**src/hw/rtl/scsc_pkg.sv**
```systemverilog
package scsc_pkg;

  localparam int unsigned CountW  = 16;
  localparam int unsigned StatusW = 3;
  localparam int unsigned StatOutW = 32;

  localparam logic [CountW-1:0] CountMaxReset = 16'd3999;

  // operation codes of an input beat
  localparam logic OP_CHECK = 1'b0;
  localparam logic OP_CLEAR = 1'b1;

  // status codes of a result beat
  localparam logic [StatusW-1:0] ST_IN_ORDER = 3'd0;
  localparam logic [StatusW-1:0] ST_GAP      = 3'd1;
  localparam logic [StatusW-1:0] ST_DUP      = 3'd2;
  localparam logic [StatusW-1:0] ST_LATE     = 3'd3;
  localparam logic [StatusW-1:0] ST_CLEARED  = 3'd4;

endpackage

```
**src/hw/rtl/scsc_sat_cnt.sv**
```systemverilog
module scsc_sat_cnt #(
  parameter int unsigned Width = 32
) (
  input  logic                         clk_i,
  input  logic                         rst_ni,
  input  logic                         clr_i,
  input  logic                         en_i,
  input  logic [scsc_pkg::CountW-1:0]  inc_i,
  output logic [Width-1:0]             cnt_o
);

  localparam int unsigned SumW =
    ((Width > scsc_pkg::CountW) ? Width : scsc_pkg::CountW) + 1;

  logic [Width-1:0] cnt_q, cnt_d;
  logic [SumW-1:0]  sum;
  logic [SumW-1:0]  limit;

  assign limit = SumW'({Width{1'b1}});
  assign sum   = SumW'(cnt_q) + SumW'(inc_i);

  always_comb begin
    cnt_d = cnt_q;
    if (clr_i) begin
      cnt_d = '0;
    end else if (en_i) begin
      // clamp at all ones
      cnt_d = (sum >= limit) ? {Width{1'b1}} : Width'(sum);
    end
  end

  always_ff @(posedge clk_i or negedge rst_ni) begin
    if (!rst_ni) begin
      cnt_q <= '0;
    end else begin
      cnt_q <= cnt_d;
    end
  end

  assign cnt_o = cnt_q;

endmodule

```
**src/hw/rtl/sample_count_sequence_checker_unit.sv**
```systemverilog
// Sequence checker for received sample counts. Each input beat either checks one sample
// count (classified as in order, gap, duplicate or late) or clears the sequence state and
// the statistics while keeping count_maximum. One beat is taken every clock cycle when the
// output side keeps up; an accepted beat is held in the input register and its result is
// loaded into the result register (one input register, one result register) once the
// result register is free. The rate is set by the sequence state loop: the compare
// against the expected count, the forward distance and the next-expected update all
// close combinationally. The five statistics ports show the saturating counters as
// they stand after the beat on the result port; counters are STAT_WIDTH bits wide and the
// ports carry their low 32 bits. count_maximum is written through cfg_we_i/cfg_wdata_i
// and must only be changed while no beat is in flight.
module sample_count_sequence_checker_unit #(
  parameter int unsigned STAT_WIDTH = 32
) (
  input  logic                                   clk_i,
  input  logic                                   rst_ni,

  input  logic                                   cfg_we_i,
  input  logic [scsc_pkg::CountW-1:0]            cfg_wdata_i,

  input  logic                                   in_valid_i,
  output logic                                   in_ready_o,
  input  logic                                   operation_i,
  input  logic [scsc_pkg::CountW-1:0]            sample_count_i,
  input  logic                                   frame_error_i,

  output logic                                   out_valid_o,
  input  logic                                   out_ready_i,
  output logic [scsc_pkg::StatusW-1:0]           status_o,
  output logic [scsc_pkg::CountW-1:0]            actual_count_o,
  output logic [scsc_pkg::CountW-1:0]            expected_value_o,
  output logic [scsc_pkg::CountW-1:0]            gap_start_o,
  output logic [scsc_pkg::CountW-1:0]            gap_end_o,
  output logic [scsc_pkg::CountW-1:0]            gap_length_o,
  output logic [scsc_pkg::StatOutW-1:0]          frames_seen_o,
  output logic [scsc_pkg::StatOutW-1:0]          errored_frames_o,
  output logic [scsc_pkg::StatOutW-1:0]          duplicates_seen_o,
  output logic [scsc_pkg::StatOutW-1:0]          missing_total_o,
  output logic [scsc_pkg::StatOutW-1:0]          late_arrivals_o
);

  localparam int unsigned CW = scsc_pkg::CountW;
  localparam int unsigned SW = scsc_pkg::StatusW;

  // configuration
  logic [CW-1:0] cnt_max_q;

  always_ff @(posedge clk_i or negedge rst_ni) begin
    if (!rst_ni) begin
      cnt_max_q <= scsc_pkg::CountMaxReset;
    end else if (cfg_we_i) begin
      cnt_max_q <= cfg_wdata_i;
    end
  end

  // input register
  logic          in_vld_q;
  logic          op_q;
  logic [CW-1:0] cnt_q;
  logic          err_q;
  logic          out_vld_q;
  logic          advance;

  assign advance    = in_vld_q & (~out_vld_q | out_ready_i);
  assign in_ready_o = ~in_vld_q | advance;

  always_ff @(posedge clk_i or negedge rst_ni) begin
    if (!rst_ni) begin
      in_vld_q <= 1'b0;
    end else if (in_ready_o) begin
      in_vld_q <= in_valid_i;
    end
  end

  always_ff @(posedge clk_i) begin
    if (in_valid_i && in_ready_o) begin
      op_q  <= operation_i;
      cnt_q <= sample_count_i;
      err_q <= frame_error_i;
    end
  end

  // sequence state
  logic          started_q, started_d;
  logic [CW-1:0] last_q, last_d;
  logic [CW-1:0] next_q, next_d;

  logic          do_check, do_clear;
  logic          hit, dup_hit, in_window;
  logic [CW-1:0] fwd, half_max, follow_cnt, gap_end;

  assign do_check = advance & (op_q == scsc_pkg::OP_CHECK);
  assign do_clear = advance & (op_q == scsc_pkg::OP_CLEAR);

  assign hit        = (cnt_q == next_q);
  assign dup_hit    = (cnt_q == last_q);
  assign half_max   = cnt_max_q >> 1;
  // forward distance, wrapping through count_maximum when behind the expected count
  assign fwd        = (cnt_q >= next_q) ? (cnt_q - next_q)
                                        : (cnt_max_q - next_q + cnt_q + CW'(1));
  assign in_window  = (fwd <= half_max);
  assign follow_cnt = (cnt_q >= cnt_max_q) ? '0 : (cnt_q + CW'(1));
  assign gap_end    = (cnt_q == '0) ? cnt_max_q : (cnt_q - CW'(1));

  logic [SW-1:0] status_d;
  logic [CW-1:0] actual_d, expv_d, gs_d, ge_d, gl_d;
  logic          gap_ev, dup_ev, late_ev;

  always_comb begin
    started_d = started_q;
    last_d    = last_q;
    next_d    = next_q;
    status_d  = scsc_pkg::ST_IN_ORDER;
    actual_d  = cnt_q;
    expv_d    = next_q;
    gs_d      = '0;
    ge_d      = '0;
    gl_d      = '0;
    gap_ev    = 1'b0;
    dup_ev    = 1'b0;
    late_ev   = 1'b0;
    if (op_q == scsc_pkg::OP_CLEAR) begin
      started_d = 1'b0;
      last_d    = '0;
      next_d    = '0;
      status_d  = scsc_pkg::ST_CLEARED;
      actual_d  = '0;
      expv_d    = '0;
    end else if (!started_q) begin
      started_d = 1'b1;
      last_d    = cnt_q;
      next_d    = follow_cnt;
      expv_d    = cnt_q;
    end else if (hit) begin
      last_d = cnt_q;
      next_d = follow_cnt;
    end else if (dup_hit) begin
      status_d = scsc_pkg::ST_DUP;
      dup_ev   = 1'b1;
    end else if (in_window) begin
      status_d = scsc_pkg::ST_GAP;
      gs_d     = next_q;
      ge_d     = gap_end;
      gl_d     = fwd;
      gap_ev   = 1'b1;
      last_d   = cnt_q;
      next_d   = follow_cnt;
    end else begin
      status_d = scsc_pkg::ST_LATE;
      late_ev  = 1'b1;
    end
  end

  always_ff @(posedge clk_i or negedge rst_ni) begin
    if (!rst_ni) begin
      started_q <= 1'b0;
      last_q    <= '0;
      next_q    <= '0;
    end else if (advance) begin
      started_q <= started_d;
      last_q    <= last_d;
      next_q    <= next_d;
    end
  end

  // result register
  logic [SW-1:0] status_q;
  logic [CW-1:0] actual_q, expv_q, gs_q, ge_q, gl_q;

  always_ff @(posedge clk_i or negedge rst_ni) begin
    if (!rst_ni) begin
      out_vld_q <= 1'b0;
    end else if (advance) begin
      out_vld_q <= 1'b1;
    end else if (out_ready_i) begin
      out_vld_q <= 1'b0;
    end
  end

  always_ff @(posedge clk_i) begin
    if (advance) begin
      status_q <= status_d;
      actual_q <= actual_d;
      expv_q   <= expv_d;
      gs_q     <= gs_d;
      ge_q     <= ge_d;
      gl_q     <= gl_d;
    end
  end

  assign out_valid_o      = out_vld_q;
  assign status_o         = status_q;
  assign actual_count_o   = actual_q;
  assign expected_value_o = expv_q;
  assign gap_start_o      = gs_q;
  assign gap_end_o        = ge_q;
  assign gap_length_o     = gl_q;

  // statistics; they only move with a new result, so they stay aligned with the result port
  logic [STAT_WIDTH-1:0] total_cnt, err_cnt, dup_cnt, gap_cnt, late_cnt;
  logic [63:0]           total_x, err_x, dup_x, gap_x, late_x;

  scsc_sat_cnt #(.Width(STAT_WIDTH)) u_total (
    .clk_i, .rst_ni, .clr_i(do_clear), .en_i(do_check),
    .inc_i(CW'(1)), .cnt_o(total_cnt)
  );

  scsc_sat_cnt #(.Width(STAT_WIDTH)) u_err (
    .clk_i, .rst_ni, .clr_i(do_clear), .en_i(do_check & err_q),
    .inc_i(CW'(1)), .cnt_o(err_cnt)
  );

  scsc_sat_cnt #(.Width(STAT_WIDTH)) u_dup (
    .clk_i, .rst_ni, .clr_i(do_clear), .en_i(do_check & dup_ev),
    .inc_i(CW'(1)), .cnt_o(dup_cnt)
  );

  scsc_sat_cnt #(.Width(STAT_WIDTH)) u_gap (
    .clk_i, .rst_ni, .clr_i(do_clear), .en_i(do_check & gap_ev),
    .inc_i(fwd), .cnt_o(gap_cnt)
  );

  scsc_sat_cnt #(.Width(STAT_WIDTH)) u_late (
    .clk_i, .rst_ni, .clr_i(do_clear), .en_i(do_check & late_ev),
    .inc_i(CW'(1)), .cnt_o(late_cnt)
  );

  assign total_x = 64'(total_cnt);
  assign err_x   = 64'(err_cnt);
  assign dup_x   = 64'(dup_cnt);
  assign gap_x   = 64'(gap_cnt);
  assign late_x  = 64'(late_cnt);

  assign frames_seen_o     = total_x[scsc_pkg::StatOutW-1:0];
  assign errored_frames_o  = err_x[scsc_pkg::StatOutW-1:0];
  assign duplicates_seen_o = dup_x[scsc_pkg::StatOutW-1:0];
  assign missing_total_o   = gap_x[scsc_pkg::StatOutW-1:0];
  assign late_arrivals_o   = late_x[scsc_pkg::StatOutW-1:0];

  // checks
  a_clear_zeroes : assert property (@(posedge clk_i) disable iff (!rst_ni)
    out_valid_o && (status_o == scsc_pkg::ST_CLEARED) |->
      (frames_seen_o == '0) && (actual_count_o == '0) && (missing_total_o == '0))
    else $error("cleared result with non-zero fields");

  a_gap_fields : assert property (@(posedge clk_i) disable iff (!rst_ni)
    out_valid_o && (status_o != scsc_pkg::ST_GAP) |->
      (gap_start_o == '0) && (gap_end_o == '0) && (gap_length_o == '0))
    else $error("gap fields set without a gap");

  a_stats_hold : assert property (@(posedge clk_i) disable iff (!rst_ni)
    out_valid_o && !out_ready_i |=>
      out_valid_o && $stable(frames_seen_o) && $stable(missing_total_o))
    else $error("statistics moved under a stalled result");

  a_stall_full : assert property (@(posedge clk_i) disable iff (!rst_ni)
    !in_ready_o |-> in_vld_q && out_vld_q && !out_ready_i)
    else $error("input stalled without a blocked result");

endmodule
```
**config.mk**
```make
export PLATFORM = sky130hd
export DESIGN_NAME = sample_count_sequence_checker_unit
export DESIGN_NICKNAME = d
export VERILOG_FILES = /design/src/hw/rtl/scsc_pkg.sv /design/src/hw/rtl/scsc_sat_cnt.sv /design/src/hw/rtl/sample_count_sequence_checker_unit.sv
export SDC_FILE = /design/constraint.sdc
export NUM_CORES = 1
export LEC_CHECK = 0
export BUFFER_PORTS_ARGS = -buffer_cell sky130_fd_sc_hd__buf_2
export CELL_PAD_IN_SITES_DETAIL_PLACEMENT = 0
export CELL_PAD_IN_SITES_GLOBAL_PLACEMENT = 1
export CORE_ASPECT_RATIO = 1.5
export CORE_MARGIN = 8
export CORE_UTILIZATION = 48
export CTS_CLUSTER_DIAMETER = 40
export DETAILED_ROUTE_END_ITERATION = 10
export PLACE_DENSITY = 0.86
export SYNTH_ARGS = -nofsm -noshare
export SYNTH_HDL_FRONTEND = slang
export SYNTH_SLANG_ARGS = --single-unit
```
**constraint.sdc**
```tcl
create_clock -name clk_i -period 8.6 [get_ports clk_i]
set_input_delay 1.29 -clock clk_i [delete_from_list [all_inputs] [get_ports clk_i]]
set_output_delay 1.29 -clock clk_i [all_outputs]
set_load 0.01 [all_outputs]
```
==> metrics.md <==
| Metric | Value |
|---|---|
| Status | completed |
| Total CTS buffers | 43 |
| Area delta synth->final | 15.3% |
| Cells after synthesis | 2265 |
| Worst setup startpoint | cnt_q[0]$_DFFE_PP_ |
| Number of synthesized flops with an enable pin | 101 |
| CTS Sinks | 312 |
| DIE HEIGHT | 269 um |
| Initial antenna violation count | 1 |
| Most common cell in the netlist | nor2_1 |
| Cts repair resizes | 0 |
| Max stage delay cell, worst path | a211oi_2 |
| # rows | 93 |
| Hold Crit Class | flop to flop |
| Setup-failing EPs final | 0 |
| Unique cell type count in the Yosys netlist | 85 |
| Sequential-to-total area share from yosys stat | approximately two fifths |
| GR Overflow Total | 0 |
| WP data required | 8.97 ns |
| Pwr per Cell Area | 233 nW/um2 |
| Layout cells sized above 1 | 17.2% |
| Relative slew slack | 24.8% |
| Worst Path Max Fanout | 33 |
| Cell taking the most area after synthesis | dfrtp_1 |
| TritonRoute pass-1 iters | 5 |
| Worst-path cell chain | inv_1 > ha_1 > inv_1 > fa_1 > nand3_1 > a21oi_1 > o31ai_1 > a31oi_1 > a211oi_2 > o21ai_0 > ha_1 > nand2_1 > o21ai_0 > a31oi_1 > or4_1 > a31oi_1 > a31o_4 > o21ba_2 > and2_1 > a311oi_1 |
| Core Area | 42600 um2 |
| Async SR Flop Fraction | a little under 70% |
| GPL Wtd Cong | 0.963 |
| Clock transition at the registers of the reported paths | 0.06 ns |
| Highest Clock Rate | 145 MHz |
| Crit end category | flop |
| Number of global-route vias before repair | approximately 19000 |
| Delay-heaviest family, CP | compound AO/OA/AOI/OAI gates |
| Synth Area per Inst | 9.06 um2 |
| Tightest Pin Transition | 1.10 ns |
| Routed Antenna Nets | 0 |
| DPL Wire Length | 52400 um |
| Final slew viol count | 0 |
| CTS Hold Bufs | 0 |
| CP Data Arrival Time | 7.28 ns |
| Hold path startpoint | in_vld_q$_DFFE_PN0N_ |
| YS warnings | 0 |
| RSZ-0062 raised after global routing | false |
| Fin. Hold Viols | 0 |
| Skew final | 0.0304 ns |
| Fin nets | 2629 |
| Post-synth top area share | 24.5% |
| Crit Path Class | flop to flop |
| CP Buf/Inv Count | 2 |
| WL/cell | 23.1 um |
| GRT Overall Usage | 27.9% |
| Die area | 49700 um2 |
| Io pins | 284 |
| Most used DFF post-synth | dfrtp_1 |
| Largest net degree at the start of global routing | 95 |
| Port Buffers | 283 |
| Final period util | 80.4% |
| Final WL | 71200 um |
| Tot Pwr | 0.00552 W |
| Vias | roughly 19000 |
| Clk Latency, worst-skew pair | 0.56 ns |
| Period minus WS final | 6.91 ns |
| Synth area leaders | dfrtp_1, edfxtp_1, ha_1 |
| Via-to-Cell Ratio | 6.22 |
| Setup TNS | 0 ns |
| Max_cap viols | 0 |
| Initial Utilization | 48.2% |
| Top cells by instance count after synthesis | nor2_1, dfrtp_1, nand2_1 |
| First-pass GRT wire length | 110000 um |
| Crit Reg-Reg Startpoint | cnt_q[0]$_DFFE_PP_ |
| H-tree Lvls | 2 |
| Clk buf depth | 3 |
| Number of filler cells placed in the layout | 3910 |
| Mapped Area | 20500 um2 |
| Remaining routing DRC violations | 0 |
| Top cell by count, worst path | a31oi_1 |
| Max incr delay on CP | 0.89 ns |
| Crit start category | flop |
| Antenna diode count | 0 |
| Syn nets | 2416 |
| Static Leakage | 10.2 nW |
| Root buffer cell | clkbuf_16 |
| Setup bufs post-CTS | 0 |
| Synthesized flop and latch total | 312 |
| Die X-Extent | ~180 um |
| TritonCTS clock tree | yes |
| Peak VDD IR | 175 uV |
| Initial detailed-routing violation count | 1500 |
-- metal layers --
metal	up-vias	track usage, %	wire length, um
met5	-	0	0
met4	0	16.6	4640
met3	214	3.63	3890
met2	745	50.6	37100
met1	9352	30.3	25600
li1	8870	-	-
-- registers in the layout, summed over array words and instances (netlist names), 32 cells and up --
register	count
u_gap.cnt_o	32
u_dup.cnt_o	32
u_total.cnt_o	32
u_late.cnt_o	32
u_err.cnt_o	32
-- where the power goes --
group          internal [W]  switching, W  total [W]
Combinational      0.000732       0.00119    0.00192
Clock               0.00105      0.000716    0.00177
Sequential          0.00168      0.000148    0.00183
Total               0.00347       0.00205    0.00552
-- cell families (layout without fill, tap and decap cells) --
logic type               Yosys count  in the layout  share of synthesized area [%]
AND/OR/NAND/NOR                  871            871                           21.8
flip-flops                       312            312                           40.6
buffers and inverters            241            489                           4.65
adder cells (fa/ha/maj)          112            112                           7.45
other                              1              1                         0.0183
XOR/XNOR                         105            105                           4.48
AO/OA/AOI/OAI                    586            586                           19.1
multiplexers                      37             37                           1.91
-- final timing paths --
check / to / slack (ns) / cells past startpoint
max in group asynchronous: u_late.cnt_o[16]$_DFFE_PN0P_ / 6.40 / 2
max: u_late.cnt_o[10]$_DFFE_PN0P_ / 1.69 / 20
min reg2reg: out_valid_o$_DFFE_PN0P_ / 0.51 / 1
min: out_valid_o$_DFFE_PN0P_ / 0.51 / 1
min in group asynchronous: u_late.cnt_o[6]$_DFFE_PN0P_ / 0.74 / 1
max reg2reg: u_late.cnt_o[10]$_DFFE_PN0P_ / 1.69 / 20
-- cell usage in the layout (no fill, tap or decap), types with 11 or more instances in the layout --
cell	netlist	final
nor4_1	36	35
and3_1	72	71
fa_1	17	17
o21ai_0	144	144
buf_2	12	282
a31oi_1	39	39
a41oi_1	15	15
inv_1	109	108
a211oi_1	35	34
xor2_1	29	29
nand3_1	108	108
mux2_2	14	14
o21a_1	18	18
o211ai_1	17	17
nor3_1	66	66
ha_1	95	95
xnor2_1	76	76
a311oi_1	34	34
a21oi_1	130	130
buf_4	1	15
nor2b_1	15	15
o31ai_1	12	12
clkbuf_16	0	44
nor2_1	202	202
and4_1	29	29
edfxtp_1	101	101
a22oi_1	17	17
o22ai_1	15	15
or4_1	11	11
dfrtp_1	201	201
a21o_1	20	20
and2_1	30	30
mux2i_1	20	20
nand2_1	168	167
nand4_1	72	72
nand2b_1	14	14
-- through the flow --
| stage | hold slack (ns) | utilization (%) | std cells | area, um2 | setup WS [ns] |
|---|---|---|---|---|---|
| final | 0.507 | 55.6 | 3083 | 23700 | 1.69 |
| after CTS | 0.515 | 55.6 | 3083 | 23700 | 1.81 |
| after global placement | 0.485 | 52.3 | 3003 | 22300 | 2.00 |
| after detailed placement | 0.502 | 52.3 | 3003 | 22300 | 1.85 |
| after global routing | 0.526 | 55.6 | 3083 | 23700 | 1.17 |
| after floorplan | 0.471 | - | 2265 | 20500 | 2.99 |
-- cell type report --
class                      instances  area (um2)  area share, %
clock inverter                    25         255           1.08
multi-input combinational       1712       11300           47.6
clock buffer                      55        1150           4.87
tap                              570         713           3.01
sequential                       312        8330           35.2
timing repair buffer             298        1540           6.50
inverter                         111         419           1.77
Note: power is estimated with default switching activity, not from simulation.
